==> src/hdl/reb_pkg.sv <==
// Shared types and constants for the rotary encoder and push switch decoder.
// Used by every module of the block; depends on nothing.
`timescale 1ns / 1ps

package reb_pkg;

  // Field widths.
  localparam int TIMER_W = 14;
  localparam int DEB_W   = 8;
  localparam int ACC_W   = 8;
  localparam int STEP_W  = 9;
  localparam int CFG_W   = 14;
  localparam int IDX_W   = 3;

  // Event codes on the input stream.
  localparam logic [1:0] OP_TICK   = 2'd0;
  localparam logic [1:0] OP_SWITCH = 2'd1;
  localparam logic [1:0] OP_PINS   = 2'd2;

  // Result kinds.
  localparam logic [1:0] KIND_CLICK  = 2'd0;
  localparam logic [1:0] KIND_DOUBLE = 2'd1;
  localparam logic [1:0] KIND_LONG   = 2'd2;
  localparam logic [1:0] KIND_STEP   = 2'd3;

  // Configuration register indexes.
  localparam logic [IDX_W-1:0] REG_DEBOUNCE   = 3'd0;
  localparam logic [IDX_W-1:0] REG_LONG_PRESS = 3'd1;
  localparam logic [IDX_W-1:0] REG_DBL_WINDOW = 3'd2;
  localparam logic [IDX_W-1:0] REG_DBL_ENABLE = 3'd3;
  localparam logic [IDX_W-1:0] REG_ACC_ENABLE = 3'd4;
  localparam logic [IDX_W-1:0] REG_ACC_MAX    = 3'd5;
  localparam logic [IDX_W-1:0] REG_ACC_HOLD   = 3'd6;

  // Fixed decoding constants.
  localparam logic [TIMER_W-1:0] MIN_PRESS  = 14'd5;
  localparam logic [7:0]         SPLIT_CODE = 8'd20;
  localparam logic [7:0]         SCAN_LOW   = 8'h3f;
  localparam logic [7:0]         SCAN_HIGH  = 8'hc0;
  localparam logic [DEB_W-1:0]   DEB_SAT    = 8'd255;

  // Output queue sizing: one item yields at most two results.
  localparam int MAX_RESULTS = 2;
  localparam int FIFO_DEPTH  = 4;
  localparam int PTR_W       = 2;
  localparam int CNT_W       = 3;

  typedef struct packed {
    logic [DEB_W-1:0]   debounce_ticks;
    logic [TIMER_W-1:0] long_press_ticks;
    logic [TIMER_W-1:0] double_window_ticks;
    logic               double_enable;
  } key_cfg_t;

  typedef struct packed {
    logic             accel_enable;
    logic [ACC_W-1:0] accel_max;
    logic [ACC_W-1:0] accel_hold_ticks;
  } enc_cfg_t;

  typedef struct packed {
    logic [1:0]               kind;
    logic signed [STEP_W-1:0] step;
  } res_t;

  // Up to two results produced by one item, in delivery order.
  typedef struct packed {
    logic [1:0] count;
    res_t       r0;
    res_t       r1;
  } res_pair_t;

  typedef struct packed {
    logic [1:0]               kind;
    logic signed [STEP_W-1:0] step;
    logic                     last;
  } entry_t;

endpackage

==> src/hdl/reb_key.sv <==
// Push switch path: debounce, press timer, double-click window.
// Depends on reb_pkg.
`timescale 1ns / 1ps

module reb_key import reb_pkg::*; #(
  parameter int TIMER_IDLE = 10000
) (
  input  logic      clk,
  input  logic      rst,
  input  logic      item_valid,
  input  logic [1:0] opcode,
  input  logic      sw_level,
  input  key_cfg_t  cfg,
  output res_pair_t res
);

  localparam logic [TIMER_W-1:0] IDLE = TIMER_W'(TIMER_IDLE);

  logic               sw_sample, sw_sample_next;
  logic [DEB_W-1:0]   debounce_count, debounce_count_next;
  logic               sw_stable, sw_stable_next;
  logic [TIMER_W-1:0] press_timer, press_timer_next;
  logic [TIMER_W-1:0] double_timer, double_timer_next;
  logic [TIMER_W-1:0] expire;
  logic               long_hit, click_hit, double_hit;

  assign expire = cfg.double_enable ? cfg.double_window_ticks : TIMER_W'(1);

  // One tick or one switch change moves the key state forward.
  always_comb begin
    sw_sample_next      = sw_sample;
    debounce_count_next = debounce_count;
    sw_stable_next      = sw_stable;
    press_timer_next    = press_timer;
    double_timer_next   = double_timer;
    long_hit            = 1'b0;
    click_hit           = 1'b0;
    double_hit          = 1'b0;
    if (item_valid && opcode == OP_TICK) begin
      if (debounce_count != DEB_SAT) begin
        debounce_count_next = debounce_count + DEB_W'(1);
        if (debounce_count_next == cfg.debounce_ticks) begin
          sw_stable_next = sw_sample;
        end
      end
      if (!sw_stable_next && press_timer < IDLE) begin
        press_timer_next = press_timer + TIMER_W'(1);
        if (press_timer_next == cfg.long_press_ticks) begin
          long_hit = 1'b1;
        end
      end
      if (double_timer < IDLE) begin
        double_timer_next = double_timer + TIMER_W'(1);
        if (double_timer_next == expire) begin
          double_timer_next = IDLE;
          click_hit         = 1'b1;
        end
      end
      // Release: a press of proper length opens or closes the window.
      if (sw_stable_next) begin
        if (press_timer_next > MIN_PRESS && press_timer_next < cfg.long_press_ticks) begin
          if (double_timer_next > cfg.double_window_ticks) begin
            double_timer_next = '0;
          end else if (double_timer_next < cfg.double_window_ticks) begin
            double_timer_next = IDLE;
            double_hit        = 1'b1;
          end
        end
        press_timer_next = '0;
      end
    end else if (item_valid && opcode == OP_SWITCH) begin
      sw_sample_next      = sw_level;
      debounce_count_next = '0;
    end
  end

  // Order results: long press, then click, then double click.
  // Long press needs the switch held and double click needs it released,
  // so at most two are ever present.
  always_comb begin
    res.count = 2'd0;
    res.r0    = '{kind: KIND_CLICK, step: '0};
    res.r1    = '{kind: KIND_DOUBLE, step: '0};
    if (long_hit) begin
      res.r0    = '{kind: KIND_LONG, step: '0};
      res.r1    = '{kind: KIND_CLICK, step: '0};
      res.count = click_hit ? 2'd2 : 2'd1;
    end else if (click_hit) begin
      res.r0    = '{kind: KIND_CLICK, step: '0};
      res.count = double_hit ? 2'd2 : 2'd1;
    end else if (double_hit) begin
      res.r0    = '{kind: KIND_DOUBLE, step: '0};
      res.count = 2'd1;
    end
  end

  always_ff @(posedge clk) begin
    if (rst) begin
      sw_sample      <= 1'b0;
      debounce_count <= '0;
      sw_stable      <= 1'b0;
      press_timer    <= IDLE;
      double_timer   <= IDLE;
    end else begin
      sw_sample      <= sw_sample_next;
      debounce_count <= debounce_count_next;
      sw_stable      <= sw_stable_next;
      press_timer    <= press_timer_next;
      double_timer   <= double_timer_next;
    end
  end

endmodule

==> src/hdl/reb_enc.sv <==
// Quadrature path: phase scan, detent steps and acceleration.
// Depends on reb_pkg.
`timescale 1ns / 1ps

module reb_enc import reb_pkg::*; (
  input  logic       clk,
  input  logic       rst,
  input  logic       item_valid,
  input  logic [1:0] opcode,
  input  logic       pin_a,
  input  logic       pin_b,
  input  enc_cfg_t   cfg,
  output logic       step_valid,
  output res_t       step_res
);

  logic [7:0]       scan_code, scan_code_next;
  logic [1:0]       last_phase, last_phase_next;
  logic [ACC_W-1:0] hold_left, hold_left_next;
  logic [ACC_W-1:0] accel_count, accel_count_next;
  logic             first_step, first_step_next;
  logic [1:0]       phase;
  logic [7:0]       scan_merged;
  logic [STEP_W-1:0] step_mag;

  assign phase       = {pin_b, pin_a};
  assign scan_merged = scan_code | {2'b00, phase, 4'b0000};
  assign step_mag    = {1'b0, accel_count} + STEP_W'(1);

  always_comb begin
    scan_code_next   = scan_code;
    last_phase_next  = last_phase;
    hold_left_next   = hold_left;
    accel_count_next = accel_count;
    first_step_next  = first_step;
    step_valid       = 1'b0;
    step_res.kind    = KIND_STEP;
    step_res.step    = (scan_merged < SPLIT_CODE) ? -$signed(step_mag) : $signed(step_mag);
    if (item_valid && opcode == OP_TICK) begin
      // Acceleration grows while the hold lasts.
      if (hold_left != '0) begin
        hold_left_next = hold_left - ACC_W'(1);
        if ({1'b0, accel_count} + (ACC_W+1)'(1) < {1'b0, cfg.accel_max}) begin
          accel_count_next = accel_count + ACC_W'(1);
        end
      end else begin
        accel_count_next = '0;
      end
    end else if (item_valid && opcode == OP_PINS) begin
      if (phase == 2'b00) begin
        scan_code_next = scan_code & SCAN_LOW;
      end else if (phase != 2'b11 && phase != last_phase) begin
        last_phase_next = phase;
        if ((scan_code & SCAN_HIGH) != 8'h00) begin
          scan_code_next = scan_code | {6'b000000, phase};
        end else begin
          // A detent completes; the very first one is swallowed.
          scan_code_next = SCAN_HIGH;
          if (first_step) begin
            first_step_next = 1'b0;
          end else begin
            step_valid = 1'b1;
            if (cfg.accel_enable) begin
              hold_left_next = cfg.accel_hold_ticks;
            end
          end
        end
      end
    end
  end

  always_ff @(posedge clk) begin
    if (rst) begin
      scan_code   <= '0;
      last_phase  <= '0;
      hold_left   <= '0;
      accel_count <= '0;
      first_step  <= 1'b1;
    end else begin
      scan_code   <= scan_code_next;
      last_phase  <= last_phase_next;
      hold_left   <= hold_left_next;
      accel_count <= accel_count_next;
      first_step  <= first_step_next;
    end
  end

endmodule

==> src/hdl/reb_out_fifo.sv <==
// Result queue: takes up to two results per cycle, delivers one per transfer.
// Depends on reb_pkg.
`timescale 1ns / 1ps

module reb_out_fifo import reb_pkg::*; (
  input  logic       clk,
  input  logic       rst,
  input  logic [1:0] wr_count,
  input  entry_t     wr_e0,
  input  entry_t     wr_e1,
  output logic       room,
  output logic       rd_valid,
  input  logic       rd_ready,
  output entry_t     rd_entry
);

  entry_t           mem [FIFO_DEPTH];
  logic [PTR_W-1:0] wr_ptr, rd_ptr;
  logic [CNT_W-1:0] count, count_next;
  logic             pop;

  assign rd_valid = count != '0;
  assign room     = count <= CNT_W'(FIFO_DEPTH - MAX_RESULTS);
  assign pop      = rd_valid && rd_ready;
  assign rd_entry = mem[rd_ptr];
  assign count_next = count + CNT_W'(wr_count) - CNT_W'(pop);

  // Storage writes.
  always_ff @(posedge clk) begin
    if (wr_count != 2'd0) begin
      mem[wr_ptr] <= wr_e0;
    end
    if (wr_count == 2'd2) begin
      mem[wr_ptr + PTR_W'(1)] <= wr_e1;
    end
  end

  // Pointers and fill level.
  always_ff @(posedge clk) begin
    if (rst) begin
      wr_ptr <= '0;
      rd_ptr <= '0;
      count  <= '0;
    end else begin
      wr_ptr <= wr_ptr + PTR_W'(wr_count);
      rd_ptr <= rd_ptr + PTR_W'(pop);
      count  <= count_next;
    end
  end

`ifndef NO_ASSERTIONS
  a_no_overfill: assert property (@(posedge clk) disable iff (rst)
    count <= CNT_W'(FIFO_DEPTH))
    else $error("result queue overfilled");

  a_write_fits: assert property (@(posedge clk) disable iff (rst)
    (wr_count != 2'd0) |-> ({1'b0, count} + (CNT_W+1)'(wr_count) <= (CNT_W+1)'(FIFO_DEPTH)))
    else $error("results written without room");

  a_level_track: assert property (@(posedge clk) disable iff (rst)
    !$past(rst) |-> (wr_ptr - rd_ptr == count[PTR_W-1:0]))
    else $error("queue pointers disagree with fill level");
`endif

endmodule

==> src/hdl/rotary_encoder_button_decoder.sv <==
// Top level of the rotary encoder and push switch decoder.
// Depends on reb_pkg, reb_key, reb_enc and reb_out_fifo.
//
//  channel  | direction | signals                              | content
//  ---------+-----------+--------------------------------------+---------------------------
//  s_*      | in        | s_tvalid s_tready s_tdata s_tuser    | tick, switch or pin event
//  m_*      | out       | m_tvalid m_tready m_tdata m_tuser    | click/double/long/step
//           |           | m_tlast                              | last result of an event
//  cfg_*    | in        | cfg_we cfg_index cfg_data            | register writes
//
// Every event is decoded in the cycle it transfers; its zero to two results are
// written into a four-entry result queue at that edge and offered on m_* from
// the next cycle. s_tready is high while the queue holds two results or fewer,
// so events are taken one per clock until results pile up behind a stalled
// output; an event with two results adds one net entry even when m_* drains.
// rst is synchronous and active high; it clears all state and the queue.
`timescale 1ns / 1ps

module rotary_encoder_button_decoder import reb_pkg::*; #(
  parameter int TIMER_IDLE = 10000
) (
  input  logic             clk,
  input  logic             rst,
  input  logic             s_tvalid,
  output logic             s_tready,
  input  logic [7:0]       s_tdata,   // [0] sw_level, [1] pin_a, [2] pin_b, rest zero
  input  logic [1:0]       s_tuser,   // [1:0] opcode
  output logic             m_tvalid,
  input  logic             m_tready,
  output logic [15:0]      m_tdata,   // [8:0] step_value, rest zero
  output logic [1:0]       m_tuser,   // [1:0] event_kind
  output logic             m_tlast,
  input  logic             cfg_we,
  input  logic [IDX_W-1:0] cfg_index,
  input  logic [CFG_W-1:0] cfg_data
);

  key_cfg_t  key_cfg;
  enc_cfg_t  enc_cfg;
  logic      item_valid;
  res_pair_t key_res;
  logic      step_valid;
  res_t      step_res;
  logic [1:0] wr_count;
  entry_t    wr_e0, wr_e1, rd_entry;
  logic      room;

  // Configuration registers.
  always_ff @(posedge clk) begin
    if (rst) begin
      key_cfg.debounce_ticks      <= 8'd10;
      key_cfg.long_press_ticks    <= 14'd1000;
      key_cfg.double_window_ticks <= 14'd300;
      key_cfg.double_enable       <= 1'b1;
      enc_cfg.accel_enable        <= 1'b0;
      enc_cfg.accel_max           <= 8'd10;
      enc_cfg.accel_hold_ticks    <= 8'd50;
    end else if (cfg_we) begin
      case (cfg_index)
        REG_DEBOUNCE:   key_cfg.debounce_ticks      <= cfg_data[DEB_W-1:0];
        REG_LONG_PRESS: key_cfg.long_press_ticks    <= cfg_data[TIMER_W-1:0];
        REG_DBL_WINDOW: key_cfg.double_window_ticks <= cfg_data[TIMER_W-1:0];
        REG_DBL_ENABLE: key_cfg.double_enable       <= cfg_data[0];
        REG_ACC_ENABLE: enc_cfg.accel_enable        <= cfg_data[0];
        REG_ACC_MAX:    enc_cfg.accel_max           <= cfg_data[ACC_W-1:0];
        REG_ACC_HOLD:   enc_cfg.accel_hold_ticks    <= cfg_data[ACC_W-1:0];
        default: ;
      endcase
    end
  end

  assign s_tready   = room;
  assign item_valid = s_tvalid && s_tready;

  reb_key #(.TIMER_IDLE(TIMER_IDLE)) u_key (
    .clk        (clk),
    .rst        (rst),
    .item_valid (item_valid),
    .opcode     (s_tuser),
    .sw_level   (s_tdata[0]),
    .cfg        (key_cfg),
    .res        (key_res)
  );

  reb_enc u_enc (
    .clk        (clk),
    .rst        (rst),
    .item_valid (item_valid),
    .opcode     (s_tuser),
    .pin_a      (s_tdata[1]),
    .pin_b      (s_tdata[2]),
    .cfg        (enc_cfg),
    .step_valid (step_valid),
    .step_res   (step_res)
  );

  // Key and encoder results never come from the same event.
  always_comb begin
    if (key_res.count != 2'd0) begin
      wr_count = key_res.count;
      wr_e0    = '{kind: key_res.r0.kind, step: key_res.r0.step,
                   last: key_res.count == 2'd1};
    end else begin
      wr_count = step_valid ? 2'd1 : 2'd0;
      wr_e0    = '{kind: step_res.kind, step: step_res.step, last: 1'b1};
    end
    wr_e1 = '{kind: key_res.r1.kind, step: key_res.r1.step, last: 1'b1};
  end

  reb_out_fifo u_fifo (
    .clk      (clk),
    .rst      (rst),
    .wr_count (wr_count),
    .wr_e0    (wr_e0),
    .wr_e1    (wr_e1),
    .room     (room),
    .rd_valid (m_tvalid),
    .rd_ready (m_tready),
    .rd_entry (rd_entry)
  );

  assign m_tdata = {7'b0000000, rd_entry.step};
  assign m_tuser = rd_entry.kind;
  assign m_tlast = rd_entry.last;

endmodule

==> config.mk <==
export PLATFORM = sky130hd
export DESIGN_NAME = rotary_encoder_button_decoder
export DESIGN_NICKNAME = d
export VERILOG_FILES = /design/src/hdl/reb_pkg.sv /design/src/hdl/reb_key.sv /design/src/hdl/reb_enc.sv /design/src/hdl/reb_out_fifo.sv /design/src/hdl/rotary_encoder_button_decoder.sv
export SDC_FILE = /design/constraint.sdc
export NUM_CORES = 1
export LEC_CHECK = 0
export BUFFER_PORTS_ARGS = -buffer_cell sky130_fd_sc_hd__buf_4
export CELL_PAD_IN_SITES_DETAIL_PLACEMENT = 0
export CELL_PAD_IN_SITES_GLOBAL_PLACEMENT = 1
export CORE_MARGIN = 8
export CORE_UTILIZATION = 50
export CTS_BUF_LIST = sky130_fd_sc_hd__clkbuf_4
export CTS_CLUSTER_SIZE = 8
export DETAILED_ROUTE_END_ITERATION = 6
export GPL_ROUTABILITY_DRIVEN = 0
export PLACE_DENSITY = 0.89
export SYNTH_ARGS = -nofsm -noshare
export SYNTH_HDL_FRONTEND = slang
export SYNTH_HIERARCHICAL = 1
export SYNTH_SLANG_ARGS = --single-unit
==> constraint.sdc <==
create_clock -name clk -period 17.1 [get_ports clk]
set_clock_uncertainty 0.15 [all_clocks]
set_input_delay 0 -clock clk [delete_from_list [all_inputs] [get_ports clk]]
set_output_delay 0 -clock clk [all_outputs]
set_load 0.005 [all_outputs]
==> impl_summary.log, run 1 <==
INFO  metric area_delta_synth_final = 9.31%
INFO  metric cp.required = 17310 ps
INFO  metric ff2ff_setup_slack = 9810 ps
INFO  metric report.final.setup_viol = 0
INFO  metric cts_root_buf = sky130_fd_sc_hd__clkbuf_4
INFO  metric timing_worst_slew_pin_value = roughly 1200 ps
INFO  metric tritoncts = yes
INFO  metric hold_buffers = between 40 and 50
INFO  metric setup.worst_path.start_class = register
INFO  metric clk_path_buf_depth = 2
INFO  metric fp.coreArea = 22600 um2
INFO  metric cts_buffers = 17
INFO  metric hp-start = s_tvalid
INFO  metric route.detailed.drc = 2
INFO  metric clock-sinks = roughly 170
INFO  metric dieHeight = between 150 and 200 um
INFO  metric worstHoldEndpoint = u_key/debounce_count[4]
INFO  metric worst_hold_check_path_type = in2reg
INFO  metric layout-drive-gt1-share = 15.4%
INFO  metric setup-tns-final = 0 ps
INFO  metric grt_first_pass_wirelength = roughly 42000 um
INFO  metric async_flop_share = 0%
INFO  metric timing.critical_path.to_type = register
INFO  metric cp_max_fanout = 18
INFO  metric worst_r2r_endpoint = u_fifo/mem[1][9]
INFO  metric post_drt_wl_per_cell = 16.2 um
INFO  metric design.final.nets = ~1300
INFO  metric vias_per_cell = between 5 and 6
INFO  metric io_buffers = 40
INFO  metric max-vdd-ir-drop = 0.0392 mV
INFO  metric die-width = 167 um
INFO  metric violated_checks = design-rule violations
INFO  metric p_leak = approximately 5.0 nW
INFO  metric timing_max_transition_violations_final = 0
INFO  metric rsz0062_at_grt = no
INFO  metric worst_path_arrival_time = 7500 ps
INFO  metric synthesized_area_per_cell = about 9.4 um2
INFO  metric worst_skew_pair.late_latency = slightly below 600 ps
INFO  metric run_status = finished with violations
INFO  metric cts_setup_buffers = 0
INFO  metric report.final.hold_viol_count = 0
INFO  metric drtAntennaViolNets = 0
INFO  metric post_cts.resized_instances = 0
INFO  metric drt_iter0_drc = ~650
INFO  metric syn-cell-area = about 11000 um2
INFO  metric worstHoldPathCells = 5
INFO  metric final_common_cell = sky130_fd_sc_hd__dfxtp_1
INFO  metric post_synth_inst_count = between 1000 and 1500
INFO  metric clk_transition_reported_paths = 180 ps
INFO  metric dr_total_vias = about 8700
INFO  metric worstRegToRegCells = 22
INFO  metric grt_overflow = 0
INFO  metric synth_sequential_area_ratio = ~34%
INFO  metric num_rows = between 50 and 60
INFO  metric flop_and_latch_count_out_of_synthesis = ~170
INFO  metric report.power.total = ~0.84 mW
INFO  metric relative_slew_margins = a little under 20%
INFO  metric synth-edff-count = between 40 and 50
INFO  metric drt_first_pass_iters = 7
INFO  metric critical_path.reg2reg.startpoint = u_key/debounce_count[0]
INFO  metric netlist-cell-type-count = slightly above 80
INFO  metric first_global_vias = between 8000 and 9000
INFO  metric post-route-min-period = approximately 7300 ps
INFO  metric post-dp-hpwl = around 18000 um
INFO  metric final_min_period_over_clock_period = approximately 43%
INFO  metric grt_antenna_before_repair = 1
INFO  metric worst_setup_path_startpoint = u_key/debounce_count[0]
INFO  metric clock_tree.htree_level_count = 4
INFO  metric yosys_most_used_dff = sky130_fd_sc_hd__dfxtp_1
INFO  metric ys.warnings.count = 6
INFO  metric io_pins = 53
INFO  metric floorplan.initialDensity = ~50%
INFO  metric critical_path_class = reg2reg
INFO  metric drv.max_cap_violation_count = 0
INFO  metric max_freq = between 100 and 150 MHz
INFO  metric final_cell_mix = sky130_fd_sc_hd__dfxtp_1, sky130_fd_sc_hd__nor2_1, sky130_fd_sc_hd__nand2b_1, sky130_fd_sc_hd__mux2i_1, sky130_fd_sc_hd__inv_1
INFO  metric fp.dieArea = 28000 um2
INFO  metric grt_usage = about 18%
INFO  metric grt_start_max_net_pins = 78
INFO  metric powerDensity = just under 70 nW/um2
INFO  metric totalWireLength = approximately 25000 um
synth_stat cells, drive strengths merged (34+ instances only):
cell    number  area (um2)
mux2i       62         621
a21oi       54         270
nand2b      62         388
o21ai       34         170
xnor2       46         403
inv         60         225
edfxtp      48        1440
nand3       43         240
nor2       104         393
nand2       55         206
ha          44         551
dfxtp      123        2460
mux2        65         815
buf         57         412
clkbuf      48         183
area by class of cell:
class,instances,area [um2]
diodes,1,2.50
repair buffers,97,848
flip-flops and latches,171,3900
multi-input cells,905,6860
well taps,285,357
inverters,60,225
fillers,2022,10000
clock buffers,17,128
clock inverters,15,201
registers in the layout (all words and copies together) (netlist names):
signal                flops
u_enc/scan_code           5
u_enc/hold_left           8
key_cfg                  37
enc_cfg                  17
u_enc/first_step          1
u_key/debounce_count      8
u_key/sw_sample           1
u_key/sw_stable           1
u_fifo/wr_ptr             2
u_key/press_timer        14
u_key/double_timer       14
u_fifo/mem               48
u_fifo/count              3
u_enc/accel_count         8
u_enc/last_phase          2
u_fifo/rd_ptr             2
power by group:
part	switching (mW)	total [mW]	internal [mW]
clock	0.179	0.253	0.0735
sequential	0.0175	0.442	0.425
combinational	0.0689	0.150	0.0809
worst max-delay path by stage:
| stage | endpoint | slack, ps | cells past startpoint |
|---|---|---|---|
| after floorplan | u_fifo/mem[2][0] | 11020 | 22 |
| after global placement | u_fifo/mem[1][1] | 9930 | 22 |
| after detailed placement | u_fifo/mem[0][3] | 9870 | 22 |
| after CTS | u_fifo/mem[1][9] | 9840 | 22 |
| after global routing | u_fifo/mem[1][11] | 9360 | 23 |
| final | u_fifo/mem[1][9] | 9810 | 22 |
worst max-delay path, cell delays in order, from the launching register on:
cell                        delay, ps
sky130_fd_sc_hd__dfxtp_1          450
sky130_fd_sc_hd__ha_1             320
sky130_fd_sc_hd__nand4_1          180
sky130_fd_sc_hd__xor2_1           200
sky130_fd_sc_hd__o211a_1          130
sky130_fd_sc_hd__o2111ai_1        270
sky130_fd_sc_hd__mux2_4           430
sky130_fd_sc_hd__nor2_1           360
sky130_fd_sc_hd__mux2_2           390
sky130_fd_sc_hd__ha_1             260
sky130_fd_sc_hd__and3_1           140
sky130_fd_sc_hd__a221o_1          280
sky130_fd_sc_hd__a21o_1           180
sky130_fd_sc_hd__a21o_1           180
sky130_fd_sc_hd__a21oi_1          300
sky130_fd_sc_hd__nand3_1          350
sky130_fd_sc_hd__nor2_1           390
sky130_fd_sc_hd__ha_1             210
sky130_fd_sc_hd__mux2_4           210
sky130_fd_sc_hd__inv_1            110
sky130_fd_sc_hd__a21o_1           300
sky130_fd_sc_hd__nor4b_4          870
sky130_fd_sc_hd__mux2_2           420
cell families after synthesis:
kind of cell,Yosys count,share of synthesized area (%)
AOI/OAI and AO/OA,196,11.7
xor gates and xnor gates,77,6.49
adders and majority gates,45,4.98
buffers and inverters,165,7.15
DFF,171,34.1
muxes,139,14.9
other,4,0.131
and+or+nand+nor,416,20.6
stage by stage:
step / cells / cell area, um2 / setup slack, ps / utilization (%) / hold WS, ps
3_5_place_dp: 1470 / 11700 / 9870 / 51.9 / 126
3_3_place_gp: 1470 / 11700 / 9930 / 51.9 / 115
5_1_grt: 1551 / 12500 / 9360 / 55.5 / 135
6_report: 1551 / 12500 / 9810 / 55.5 / 90.7
2_1_floorplan: 1241 / 11600 / 11020 / - / -78.4
4_1_cts: 1550 / 12500 / 9840 / 55.5 / 63.5
routing by layer:
metal	up-vias	track usage, %	part of all wire [%]
met5	-	0	0
met4	0	5.59	1.8
met3	35	3.29	3.6
met2	161	28.6	46
met1	4104	24.2	49
li1	4360	-	-
(Power assumes the default switching activity.)
==> inputs of run 2 (changes only) <==
==> constraint.sdc (replaced) <==
create_clock -name clk -period 6.93 [get_ports clk]
set_clock_uncertainty 0.15 [all_clocks]
set_input_delay 0 -clock clk [delete_from_list [all_inputs] [get_ports clk]]
set_output_delay 0 -clock clk [all_outputs]
set_load 0.005 [all_outputs]
==> run 2 against run 1 <==
Against the previous run:
- the run now ends clean
- non-clock buffer count is 9 higher
- clock power grew to 2.6 times the previous value
- final area up 0.78%
- utilization grew 0.43 points
- register-to-register slack got worse by 9300 ps
- worst setup slack got worse by 9300 ps
- final cell count rose by 0.71%
- via count rose by 1.3%
- first-iteration DRC count shrank 22%
- combinational power rose to 2.5 times the previous value
- fmax rose by 14%
- critical path type unchanged
- critical endpoint is now u_fifo/mem[2][10]
- largest cell class unchanged
- largest power group unchanged
==> impl_summary.log, run 2 (same netlist as run 1, synthesis figures left out) <==
INFO  metric post_drt_wl_per_cell = ~17 um
INFO  metric tritoncts = yes
INFO  metric final_min_period_over_clock_period = about 90%
INFO  metric grt_antenna_before_repair = 1
INFO  metric top_regs = u_fifo/mem: 48 flops, key_cfg: 37 flops, enc_cfg: 17 flops
INFO  metric route.detailed.drc = 0
INFO  metric setup.worst_path.start_class = register
INFO  metric placedInstanceArea = between 10000 and 15000 um2
INFO  metric io_buffers = 40
INFO  metric area_used_by_sequential_logic_in_the_layout = ~3900 um2
INFO  metric design.final.nets = around 1300
INFO  metric post-dp-hpwl = between 15000 and 20000 um
INFO  metric drv.max_cap_violation_count = 0
INFO  metric clock-sinks = between 150 and 200
INFO  metric powerDensity = between 150 and 200 nW/um2
INFO  metric io_pins = 53
INFO  metric final_common_cell = sky130_fd_sc_hd__dfxtp_1
INFO  metric rsz0062_at_grt = no
INFO  metric worst_skew_pair.late_latency = slightly below 600 ps
INFO  metric p_leak = between 5 and 6 nW
INFO  metric relative_slew_margins = between 30% and 40%
INFO  metric vias_per_cell = roughly 5.6
INFO  metric share_clk_of_total_power = between 30 and 40%
INFO  metric post-route-min-period = 6400 ps
INFO  metric grt_first_pass_wirelength = around 44000 um
INFO  metric first_global_vias = ~8500
INFO  metric drt_iter0_drc = 510
INFO  metric cp.required = 7090 ps
INFO  metric max-vdd-ir-drop = roughly 0.093 mV
INFO  metric power_frac_comb = ~18%
INFO  metric clock_tree.htree_level_count = 4
INFO  metric num_rows = 55
INFO  metric dieHeight = approximately 170 um
INFO  metric clk_transition_reported_paths = approximately 160 ps
INFO  metric timing_max_transition_violations_final = 0
INFO  metric fp.dieArea = 28000 um2
INFO  metric timing_worst_slew_pin_value = approximately 940 ps
INFO  metric regMostFlops = u_fifo/mem
INFO  metric timing.critical_path.to_type = register
INFO  metric grt_overflow = 0
INFO  metric switching_power_of_the_nets = 0.659 mW
INFO  metric grt_usage = between 10% and 20%
INFO  metric totalWireLength = roughly 26000 um
INFO  metric critical_path_class = reg2reg
INFO  metric final_cell_mix = sky130_fd_sc_hd__dfxtp_1, sky130_fd_sc_hd__nor2_1, sky130_fd_sc_hd__mux2i_1
INFO  metric fill_cells = about 2100
INFO  metric dr_total_vias = ~8800
INFO  metric power_frac_seq = between 50% and 60%
INFO  metric p_int = between 1 and 1.5 mW
INFO  metric multiInputGateArea = between 6000 and 7000 um2
INFO  metric layout-drive-gt1-share = around 16%
INFO  metric cts_buffers = 17
INFO  metric worst_path_arrival_time = roughly 6600 ps
INFO  metric floorplan.initialDensity = approximately 51%
INFO  metric drt_first_pass_iters = 6
INFO  metric die-width = around 170 um
INFO  metric worst_hold_check_path_type = in2reg
INFO  metric fp.coreArea = 22600 um2
INFO  metric switching_share = between 30% and 40%
INFO  metric grt_start_max_net_pins = slightly below 90
INFO  metric report.final.setup_viol = 0
INFO  metric run_status = complete, no violations
INFO  metric cts_root_buf = sky130_fd_sc_hd__clkbuf_4
INFO  metric cp_max_fanout = 12
INFO  metric clk_path_buf_depth = 2
INFO  metric drtAntennaViolNets = 0
INFO  metric max_freq = roughly 160 MHz
INFO  metric design_area = roughly 13000 um2
INFO  metric area_delta_synth_final = 10.2%
INFO  metric setup-tns-final = 0 ps
INFO  metric largest_register_ff_count = between 40 and 50
INFO  metric report.final.hold_viol_count = 0
==> run 2: per-stage QoR <==
stage          util [%]  hold WS [ps]  power, mW  setup WS (ps)  std cells
4_1_cts            55.9          55.7       2.14            343       1559
5_1_grt            55.9          69.8       2.23           6.19       1562
2_1_floorplan         -         -78.4       1.37            850       1241
3_5_place_dp       52.1           125       1.47            372       1477
6_report           55.9           111       2.12            529       1562
3_3_place_gp       52.1           116       1.46            444       1477
==> run 2: critical path, stage by stage (launching register included) <==
cell and delay (ps):
sky130_fd_sc_hd__dfxtp_1 520, sky130_fd_sc_hd__ha_1 290, sky130_fd_sc_hd__a21bo_2 250, sky130_fd_sc_hd__or2_2 290, sky130_fd_sc_hd__a2bb2oi_1 140, sky130_fd_sc_hd__o221ai_1 190
sky130_fd_sc_hd__nor4b_4 410, sky130_fd_sc_hd__nand4_4 230, sky130_fd_sc_hd__and2_1 220, sky130_fd_sc_hd__ha_1 290, sky130_fd_sc_hd__a21o_1 180, sky130_fd_sc_hd__a21oi_1 200
sky130_fd_sc_hd__o221ai_1 170, sky130_fd_sc_hd__a221oi_1 310, sky130_fd_sc_hd__o21a_1 240, sky130_fd_sc_hd__nand3_2 190, sky130_fd_sc_hd__nor2_2 180, sky130_fd_sc_hd__ha_1 170
sky130_fd_sc_hd__mux2_4 210, sky130_fd_sc_hd__inv_1 100, sky130_fd_sc_hd__a21o_1 280, sky130_fd_sc_hd__or3b_2 500, sky130_fd_sc_hd__a21oi_1 170, sky130_fd_sc_hd__buf_4 250
==> run 2: path summary, 6_finish.rpt <==
kind	slack [ps]	startpoint	cells after the start	to
setup / recovery	530	u_key/double_timer[0]	23	u_fifo/mem[2][10]
hold / removal	110	cfg_data[6]	4	key_cfg[21]
setup reg to reg	530	u_key/double_timer[0]	23	u_fifo/mem[2][10]
hold reg to reg	320	u_key/sw_stable	2	u_key/sw_stable
==> run 2: area by class of cell <==
cell class / count / area share [%]
antenna: 3 / 0.0595
clock buffer: 17 / 1.01
clock inverter: 15 / 1.65
inverter: 60 / 1.78
multi-input combinational: 905 / 54.5
sequential: 171 / 30.9
tap: 285 / 2.82
timing repair buffer: 106 / 7.29
==> run 2: per-layer routing <==
layer | vias up | global-route usage [%] | part of all wire [%]
met3 | 21 | 3.17 | 3.8
met4 | 0 | 5.01 | 1.4
li1 | 4369 | - | -
met1 | 4187 | 25.3 | 48
met2 | 194 | 30.9 | 47
met5 | - | 0 | 0
==> run 2: what timing repair did <==
item / CTS / global route
endpoints found under the hold margin: 97 / 0
setup buffers: 0 / 0
resized for setup: 0 / 4
setup endpoints to repair: 0 / 48
hold buffers: 50 / 0
==> run 2: power by group through the flow <==
stage               Sequential [mW]  Combinational [mW]  Clock (mW)
finish                         1.09               0.375       0.654
global route                   1.10               0.415       0.713
CTS                            1.09               0.375       0.672
detailed placement             1.11               0.354           0
global placement               1.11               0.347           0
floorplan                      1.08               0.288           0
